**config.mk**
```make
export PLATFORM = sky130hd
export DESIGN_NAME = dcm_blend
export DESIGN_NICKNAME = d
export VERILOG_FILES = /design/src/rtl/dry_delay_crossfade_mixer_top_assert.svh /design/src/rtl/dcm_pkg.sv /design/src/rtl/dcm_blend.sv
export SDC_FILE = /design/constraint.sdc
export NUM_CORES = 1
export LEC_CHECK = 0
export BUFFER_PORTS_ARGS = -buffer_cell sky130_fd_sc_hd__buf_2
export CAP_MARGIN = 5
export CORE_ASPECT_RATIO = 1.75
export CORE_MARGIN = 3
export CORE_UTILIZATION = 40
export DETAILED_ROUTE_END_ITERATION = 8
export REMOVE_ABC_BUFFERS = 1
export SLEW_MARGIN = 10
export SYNTH_ARGS = -nofsm -noshare
export SYNTH_HDL_FRONTEND = slang
export SYNTH_SLANG_ARGS = --single-unit
export TNS_END_PERCENT = 100
```
**constraint.sdc**
```tcl
create_clock -name clk -period 11 [get_ports clk]
set_input_delay 1.65 -clock clk [delete_from_list [all_inputs] [get_ports clk]]
set_output_delay 1.65 -clock clk [all_outputs]
set_load 0.02 [all_outputs]
```
**src/rtl/dry_delay_crossfade_mixer_top_assert.svh**
```systemverilog
// assertion macros used by the top-level rtl file
`ifndef DRY_DELAY_CROSSFADE_MIXER_TOP_ASSERT_SVH
`define DRY_DELAY_CROSSFADE_MIXER_TOP_ASSERT_SVH
`ifndef SYNTH
`define DCM_ASSERT_NEXT(label, clk, rst_n, ante, cons) \
	label: assert property (@(posedge clk) disable iff (!rst_n) (ante) |=> (cons)) \
		else $error("dcm assertion failed");
`define DCM_ASSERT_SAME(label, clk, rst_n, ante, cons) \
	label: assert property (@(posedge clk) disable iff (!rst_n) (ante) |-> (cons)) \
		else $error("dcm assertion failed");
`else
`define DCM_ASSERT_NEXT(label, clk, rst_n, ante, cons)
`define DCM_ASSERT_SAME(label, clk, rst_n, ante, cons)
`endif
`endif

```
**src/rtl/dcm_pkg.sv**
```systemverilog
package dcm_pkg;

	localparam int DELAY_DEPTH = 65536;
	localparam int SAMPLE_W    = 16;
	localparam int ADDR_W      = $clog2(DELAY_DEPTH);
	localparam int FILL_W      = ADDR_W + 1;
	localparam int CFG_W       = 16;
	localparam int LEVEL_W     = 16;
	localparam int CFG_IDX_W   = 2;

	localparam logic [CFG_IDX_W-1:0] CFG_LATENCY  = 2'd0;
	localparam logic [CFG_IDX_W-1:0] CFG_FADE_IN  = 2'd1;
	localparam logic [CFG_IDX_W-1:0] CFG_FADE_OUT = 2'd2;

	localparam logic [CFG_W-1:0] DEFAULT_LATENCY  = 16'd20160;
	localparam logic [CFG_W-1:0] DEFAULT_FADE_IN  = 16'd114;
	localparam logic [CFG_W-1:0] DEFAULT_FADE_OUT = 16'd170;

	// one half in the Q0.16 level scale (half an lsb after the 16-bit shift), for rounding
	localparam int ROUND_HALF = 1 << (LEVEL_W - 1);

	typedef logic signed [SAMPLE_W-1:0] sample_t;

	typedef struct packed {
		sample_t left_in;
		sample_t right_in;
		sample_t converted_sample;
		logic    converted_ready;
		logic    discard;
		logic    block_last;
	} frame_t;

	typedef struct packed {
		sample_t left_out;
		sample_t right_out;
		sample_t mono_out;
	} result_t;

	typedef enum logic [1:0] {
		ST_IDLE,
		ST_LVL,
		ST_MIX,
		ST_FIN
	} state_t;

endpackage

```
**src/rtl/dcm_blend.sv**
```systemverilog
module dcm_blend (
	input  logic                             clk,
	input  logic                             mul_en,
	input  dcm_pkg::sample_t                 dry,
	input  dcm_pkg::sample_t                 target,
	input  logic [dcm_pkg::LEVEL_W-1:0]      level,
	output dcm_pkg::sample_t                 result
);
	import dcm_pkg::*;

	localparam int DIFF_W = SAMPLE_W + 1;
	localparam int PROD_W = DIFF_W + LEVEL_W + 1;
	localparam int SH_W   = PROD_W - LEVEL_W;
	localparam int SUM_W  = SH_W + 1;

	logic signed [DIFF_W-1:0] diff;
	logic signed [PROD_W-1:0] prod;
	logic signed [PROD_W-1:0] prod_q;
	logic signed [PROD_W-1:0] rounded;
	logic signed [SH_W-1:0]   shifted;
	logic signed [SUM_W-1:0]  sum;

	localparam logic signed [SUM_W-1:0] SAT_HI = SUM_W'((1 << (SAMPLE_W - 1)) - 1);
	localparam logic signed [SUM_W-1:0] SAT_LO = -SAT_HI - SUM_W'(1);

	assign diff = $signed({target[SAMPLE_W-1], target}) - $signed({dry[SAMPLE_W-1], dry});
	assign prod = PROD_W'(diff * $signed({1'b0, level}));

	always_ff @(posedge clk) begin
		if (mul_en) begin
			prod_q <= prod;
		end
	end

	// floor of the rounded product over 2^16, then a saturating add
	assign rounded = prod_q + PROD_W'(ROUND_HALF);
	assign shifted = rounded[PROD_W-1:LEVEL_W];
	assign sum     = SUM_W'(shifted) + SUM_W'(dry);

	always_comb begin
		if (sum > SAT_HI) begin
			result = SAT_HI[SAMPLE_W-1:0];
		end else if (sum < SAT_LO) begin
			result = SAT_LO[SAMPLE_W-1:0];
		end else begin
			result = sum[SAMPLE_W-1:0];
		end
	end

endmodule

```
Word-level counts from Yosys, hierarchy flattened
Cells that the tools add are included.
{"block": "word_totals", "ramBits": 0, "elab_cells": 9, "latch_bits": 0, "n_memories": 0, "mem_bits_ro": 0, "reg_bits": 34}
{"block": "classes", "add_sub_neg": 3, "muxes": 2, "multipliers": 1, "magnitude_cmp": 2, "n_div": 0, "n_reduce_logical": 0, "n_shift": 0, "eq_ne": 0, "bitwise": 0}
{"op": "$add A34 B17 Y34 const B", "count": 1}
{"op": "$mul A17 B17 Y34", "count": 1}
{"op": "$mux W16", "count": 2}
{"op": "$add A18 B16 Y19", "count": 1}
{"op": "$gt A19 B16 Y1 const B", "count": 1}
{"op": "$lt A19 B16 Y1 const B", "count": 1}
{"op": "$sub A16 B16 Y17", "count": 1}

Depth between registers and ports, before layout
Gate-level depths: netlist of run 1.
{"block": "depth", "depth_word": 5, "depth_mapped": 31, "ltp_nobuf": 30}

Least setup slack after synthesis of run 1
Ideal clock, no wire load.
{"block": "synth_path", "path_kind": "input -> register", "start": "in dry[8]", "end": "reg prod_q[33], data pin", "t_required_ns": 10.740, "setup_time_ns": 0.260, "cell_stages": 29, "slack_ns": 1.523, "arrival_time_ns": 9.217, "cell_sequence": "inv_1 -> ha_1 -> a21o_1 -> a21oi_1 -> inv_1 -> or3_1 -> o2111a_1 -> o21ai_1 -> clkbuf_1 -> nand2_1 -> fa_1 -> inv_1 -> fa_1 -> clkbuf_1 -> xnor2_1 -> xnor2_1 -> fa_1 -> fa_1 -> inv_1 -> fa_1 -> inv_1 -> ha_1 -> nand3_1 -> or4_1 -> or4_1 -> o211ai_2 -> a311o_2 -> a21oi_2 -> xnor2_1"}
{"block": "synth_between", "elab_chain_len": 2}
{"element": "start, declared", "line_no": "dcm_blend.sv:4", "rtl": "input dcm_pkg::sample_t dry,"}
{"element": "$sub A16 B16 Y17", "line_no": "dcm_blend.sv:26", "rtl": "assign diff = $signed({target[SAMPLE_W-1], target}) - $signed({dry[SAMPLE_W-1], dry});"}
{"element": "$mul A17 B17 Y34", "line_no": "dcm_blend.sv:27", "rtl": "assign prod = PROD_W'(diff * $signed({1'b0, level}));"}
{"element": "via prod[33]", "line_no": "dcm_blend.sv:17", "rtl": "logic signed [PROD_W-1:0] prod;"}
{"element": "end signal, assigned", "line_no": "dcm_blend.sv:31", "rtl": "prod_q <= prod;"}
{"element": "end, declared", "line_no": "dcm_blend.sv:18", "rtl": "logic signed [PROD_W-1:0] prod_q;"}
The timed path passes the listed nets, and every way through them passes these cells.
A chain may end at the register's enable or synchronous reset.

Worst setup path in the final report of run 1
{"block": "layout_path", "start": "in dry[2]", "end": "reg prod_q[33], data pin"}
The elaborated chain is that of the path after synthesis.

==> results of run 1 <==
==> synthesized netlist by cell type, drive strengths merged, types with 5 or more instances <==
master,number
a211oi,9
a21o,15
a21oi,32
a31oi,6
and2,109
and3,14
buf,5
clkbuf,40
edfxtp,19
fa,274
ha,121
inv,375
nand2,168
nand2b,12
nand3,14
nand4,5
nor2,34
nor2b,24
nor3,11
o2111ai,5
o21a,13
o21ai,37
o31ai,7
or3,6
xnor2,48
xor2,33
==> through the flow <==
step,hold slack (ns),util,worst slack [ns],cells
2_1_floorplan,1.76,-,1.23,1435
3_3_place_gp,2.12,0.433,1.06,1912
3_5_place_dp,2.13,0.433,0.877,1912
4_1_cts,1.86,0.436,1.12,1916
5_1_grt,1.89,0.436,0.679,1916
6_report,1.85,0.436,1.13,1916
==> cell families (layout without fill, tap and decap cells) <==
kind of cell / after synthesis / in the layout / synth area share
simple gates: 412 / 412 / 0.160
buf+inv: 420 / 460 / 0.122
flops: 19 / 19 / 0.0440
compound gates: 153 / 153 / 0.0793
xor+xnor: 81 / 81 / 0.0547
fa+ha+maj: 395 / 395 / 0.540
==> worst max path at each step <==
| stage | from | endpoint | slack, ns |
|---|---|---|---|
| global route | dry[2] | prod_q[33] | 0.68 |
| CTS | dry[2] | prod_q[33] | 1.12 |
| finish | dry[2] | prod_q[33] | 1.13 |
| floorplan | dry[8] | prod_q[33] | 1.23 |
| global placement | dry[2] | prod_q[33] | 1.06 |
| detailed placement | dry[2] | prod_q[33] | 0.88 |
==> per-layer routing <==
layer / wire, um / vias to the layer above / share of wire / track usage
met2: 19700 / 209 / 0.58 / 0.413
met3: 1010 / 86 / 0.030 / 0.0104
met1: 11500 / 4982 / 0.34 / 0.209
met4: 1630 / 0 / 0.048 / 0.0811
met5: 0 / - / 0 / 0
li1: - / 4542 / - / -
==> final cells by class <==
cell class / instances / area [um^2] / area share
repair buffers: 81 / 445 / 0.0322
well taps: 396 / 495 / 0.0358
inverters: 375 / 1410 / 0.102
flip-flops and latches: 19 / 571 / 0.0412
multi-input cells: 1041 / 10800 / 0.783
clock buffers: 4 / 78.8 / 0.00570
==> critical path, delay by kind of cell <==
| kind | cells | cell delay (ns) |
|---|---|---|
| xor+xnor | 3 | 0.88 |
| fa+ha+maj | 7 | 3.42 |
| compound gates | 8 | 1.80 |
| buf+inv | 6 | 0.64 |
| simple gates | 5 | 1.45 |
==> placed cells by master (no fill, tap or decap), types with 5 or more instances in the layout <==
| master | instances |
|---|---|
| inv_1 | 375 |
| fa_1 | 274 |
| nand2_1 | 168 |
| ha_1 | 121 |
| and2_1 | 109 |
| buf_2 | 65 |
| xnor2_1 | 45 |
| o21ai_0 | 36 |
| nor2_1 | 34 |
| xor2_1 | 33 |
| a21oi_1 | 31 |
| nor2b_1 | 24 |
| edfxtp_1 | 19 |
| buf_4 | 16 |
| o21a_1 | 13 |
| and3_1 | 13 |
| a21o_1 | 13 |
| nand3_1 | 13 |
| nand2b_1 | 12 |
| nor3_1 | 11 |
| a211oi_1 | 9 |
| a31oi_1 | 6 |
| or3_1 | 6 |
| o31ai_1 | 6 |
| o2111ai_1 | 5 |
| nand4_1 | 5 |
==> flow_summary.toml, run 1 <==
[status]
status = "completed"

[floorplanning]
start_util = 0.408
die_x_um = 142
io_pins = 66
rows = 86
dieArea_um2 = 34700
die_h_um = 244
coreArea_um2 = 31700

[placement]
dpl.hpwl_um = 28400
portBuffers = 65
place.gp.congestion = 0.883
dpl-instance-area_um2 = 13800

[logic_synthesis]
synth-seq-area-share = 0.0440
synth_area_leaders = "fa_1 (42%), ha_1 (12%), inv_1 (11%)"
yosys_warnings = 0
avgSynthCellArea_um2 = 8.76
synth-edff-count = 19
ys_ff_latch = 19
syn-cell-area_um2 = 13000
synth_cell_types = 65
synth_flop_cell = "edfxtp_1"
async_flop_share = 0
yosysTopAreaCellShare = 0.423
synth_area_leader_cell = "fa_1"
synth_cells = 1480

[cts]
cts_hold_buf = 0
tritoncts = "yes"
cts_sinks = 19
htree_levels = 1
numCtsBuffers = 3
clk_path_buf_depth = 2
cts_resized = 0
post_cts_buffers = 0
cts_root_buffer = "clkbuf_16"
clk_pin_slew_ns = 0.05

[timing]
rsz0062_at_grt = "no"
worstMarginPinSlew_ns = 1.13
setup_viol = 0
final.setup.tns_ns = 0
hold_viol_final = 0
min_period_over_period = 0.897
final.min_clock_period_ns = 9.87
drv_slew = 0
slew_headroom = 0.246
fmax_mhz = 101

[min_path]
holdPathEnd = "prod_q[32]"
worstHoldPathType = "in -> reg"
worstHoldStart = "mul_en"
hold_depth = 1

[detailed_routing]
drc = 0
vias_per_cell = 5.12
wire_per_inst_um = 17.7
drt-pass1-iter-count = 5
vias = 9819
dr.first_iter.drc_count = 347
wirelength_um = 33900
final_antenna_net_count = 0

[final_layout]
fillerInstances = 3163
drive_above_1_share = 0.0671
nNetsFinal = 1966
largest_reg_flops = 19
syn2layout_area_growth_pct = 6.74
largest-register = "prod_q"
design_area_um2 = 13800
reg.largest.list = "prod_q (19)"
antenna_cells = 0

[global_route]
grt_max_degree = 27
grt_pass1_vias = 11000
grt.total_usage = 0.203
overflow = 0
antenna_found_initial = 0
grt_pass1_wl_um = 55700

[critical_path]
arrival_ns = 9.87
worstSetupStartpointType = "primary input"
cp-end-kind = "register"
cpMostUsedCell = "fa_1"
critical_path_class = "in -> reg"
crit_slowest_cell = "fa_1"
worstPathRequired_ns = 11.00
crit_path_max_fanout = 26
cp_slowest_stage_delay_ns = 0.65

[flow_run]
cap_violations = 0
Power of run 1 is left out: the tool's default activity adds up to more than one toggle a clock period on the data nets, which glitch-free logic cannot reach.
==> run 2: changes to the inputs <==
- CTS_BUF_LIST: unset -> sky130_fd_sc_hd__clkbuf_8
==> run 2 against run 1 <==
  * Critical path depth did not move
  * Worst hold slack worse by 0.0072 ns
  * Core utilization shrank 0.11 points
  * Routed wire length is 0.20% lower
  * Via count is essentially flat
  * Critical path type unchanged
==> flow_summary.toml, run 2 (synthesis results as in run 1) <==
[timing]
hold_viol_final = 0
worstMarginPinSlew_ns = 1.12
rsz0062_at_grt = "no"
holdWs_ns = 1.85
setup_viol = 0
fmax_mhz = 101
min_period_over_period = 0.897
final.min_clock_period_ns = 9.87
slew_headroom = 0.248
final.setup.tns_ns = 0
drv_slew = 0

[critical_path]
crit_slowest_cell = "fa_1"
startpoint = "dry[2]"
crit_path_end = "prod_q[33]"
crit_path_max_fanout = 26
cpMostUsedCell = "fa_1"
worstPathRequired_ns = 11.01
cp_slowest_stage_delay_ns = 0.65
critical_path_class = "in -> reg"
arrival_ns = 9.87
worstSetupStartpointType = "primary input"
cp-end-kind = "register"

[floorplanning]
die_h_um = 244
start_util = 0.408
io_pins = 66
rows = 86
dieArea_um2 = 34700
die_x_um = 142
coreArea_um2 = 31700

[detailed_routing]
final_antenna_net_count = 0
vias_per_cell = 5.12
wirelength_um = 33800
vias = 9816
wire_per_inst_um = 17.6
drt-pass1-iter-count = 4
dr.first_iter.drc_count = 308
drc = 0

[cts]
cts_resized = 0
numCtsBuffers = 3
tritoncts = "yes"
cts_hold_buf = 0
cts_root_buffer = "clkbuf_8"
cts_sinks = 19
post_cts_buffers = 0
clk_pin_slew_ns = 0.06
htree_levels = 1
clk_path_buf_depth = 2

[flow_run]
cap_violations = 0

[global_route]
grt.total_usage = 0.203
antenna_found_initial = 0
grt_max_degree = 27
grt_pass1_wl_um = 55700
grt_pass1_vias = 11100
overflow = 0

[final_layout]
syn2layout_area_growth_pct = 6.48
nNetsFinal = 1966
antenna_cells = 0
design_area_um2 = 13800
reg.largest.list = "prod_q (19)"
drive_above_1_share = 0.0671
largest_reg_flops = 19
fillerInstances = 3170
utilization = 0.435
largest-register = "prod_q"
final_cell_mix = "inv_1 (376), fa_1 (274), nand2_1 (168), ha_1 (121), and2_1 (109)"
mostFrequentLayoutCell = "inv_1"

[min_path]
worstHoldPathType = "in -> reg"

[placement]
dpl.hpwl_um = 28400
portBuffers = 65
dpl-instance-area_um2 = 13800
place.gp.congestion = 0.883

[status]
status = "completed"
## run 2: how the worst min path moves through the flow
stage	from	to	slack [ns]	cells after the start
2_1_floorplan	mul_en	prod_q[15]	1.76	0
3_3_place_gp	mul_en	prod_q[33]	2.12	1
3_5_place_dp	mul_en	prod_q[32]	2.13	1
4_1_cts	mul_en	prod_q[32]	1.85	1
5_1_grt	mul_en	prod_q[33]	1.87	1
6_report	mul_en	prod_q[32]	1.85	1
## run 2: area by class of cell
| type | count | area, um^2 | area share |
|---|---|---|---|
| multi-input combinational | 1041 | 10800 | 0.785 |
| inverter | 375 | 1410 | 0.102 |
| sequential | 19 | 571 | 0.0413 |
| tap | 396 | 495 | 0.0359 |
| timing repair buffer | 81 | 445 | 0.0323 |
| clock buffer | 3 | 41.3 | 0.00299 |
| clock inverter | 1 | 3.75 | 0.000272 |
## run 2: stage by stage
stage / worst slack (ns) / instances
after CTS: 1.14 / 1916
after global routing: 0.695 / 1916
after detailed placement: 0.877 / 1912
after global placement: 1.06 / 1912
after floorplan: 1.23 / 1435
final: 1.13 / 1916
## run 2: routing by layer
metal / global-route usage / part of all wire
met5: 0 / 0
met4: 0.0901 / 0.054
met3: 0.0112 / 0.032
met2: 0.409 / 0.58
met1: 0.208 / 0.34
## run 2: worst max-delay path: cells and delay by family
| family | cells | cell delay [ns] |
|---|---|---|
| adders and majority gates | 7 | 3.42 |
| buffers and inverters | 6 | 0.64 |
| and+or+nand+nor | 5 | 1.45 |
| AOI/OAI and AO/OA | 8 | 1.81 |
| xor gates and xnor gates | 3 | 0.88 |
Power of run 2 is left out for the same reason.
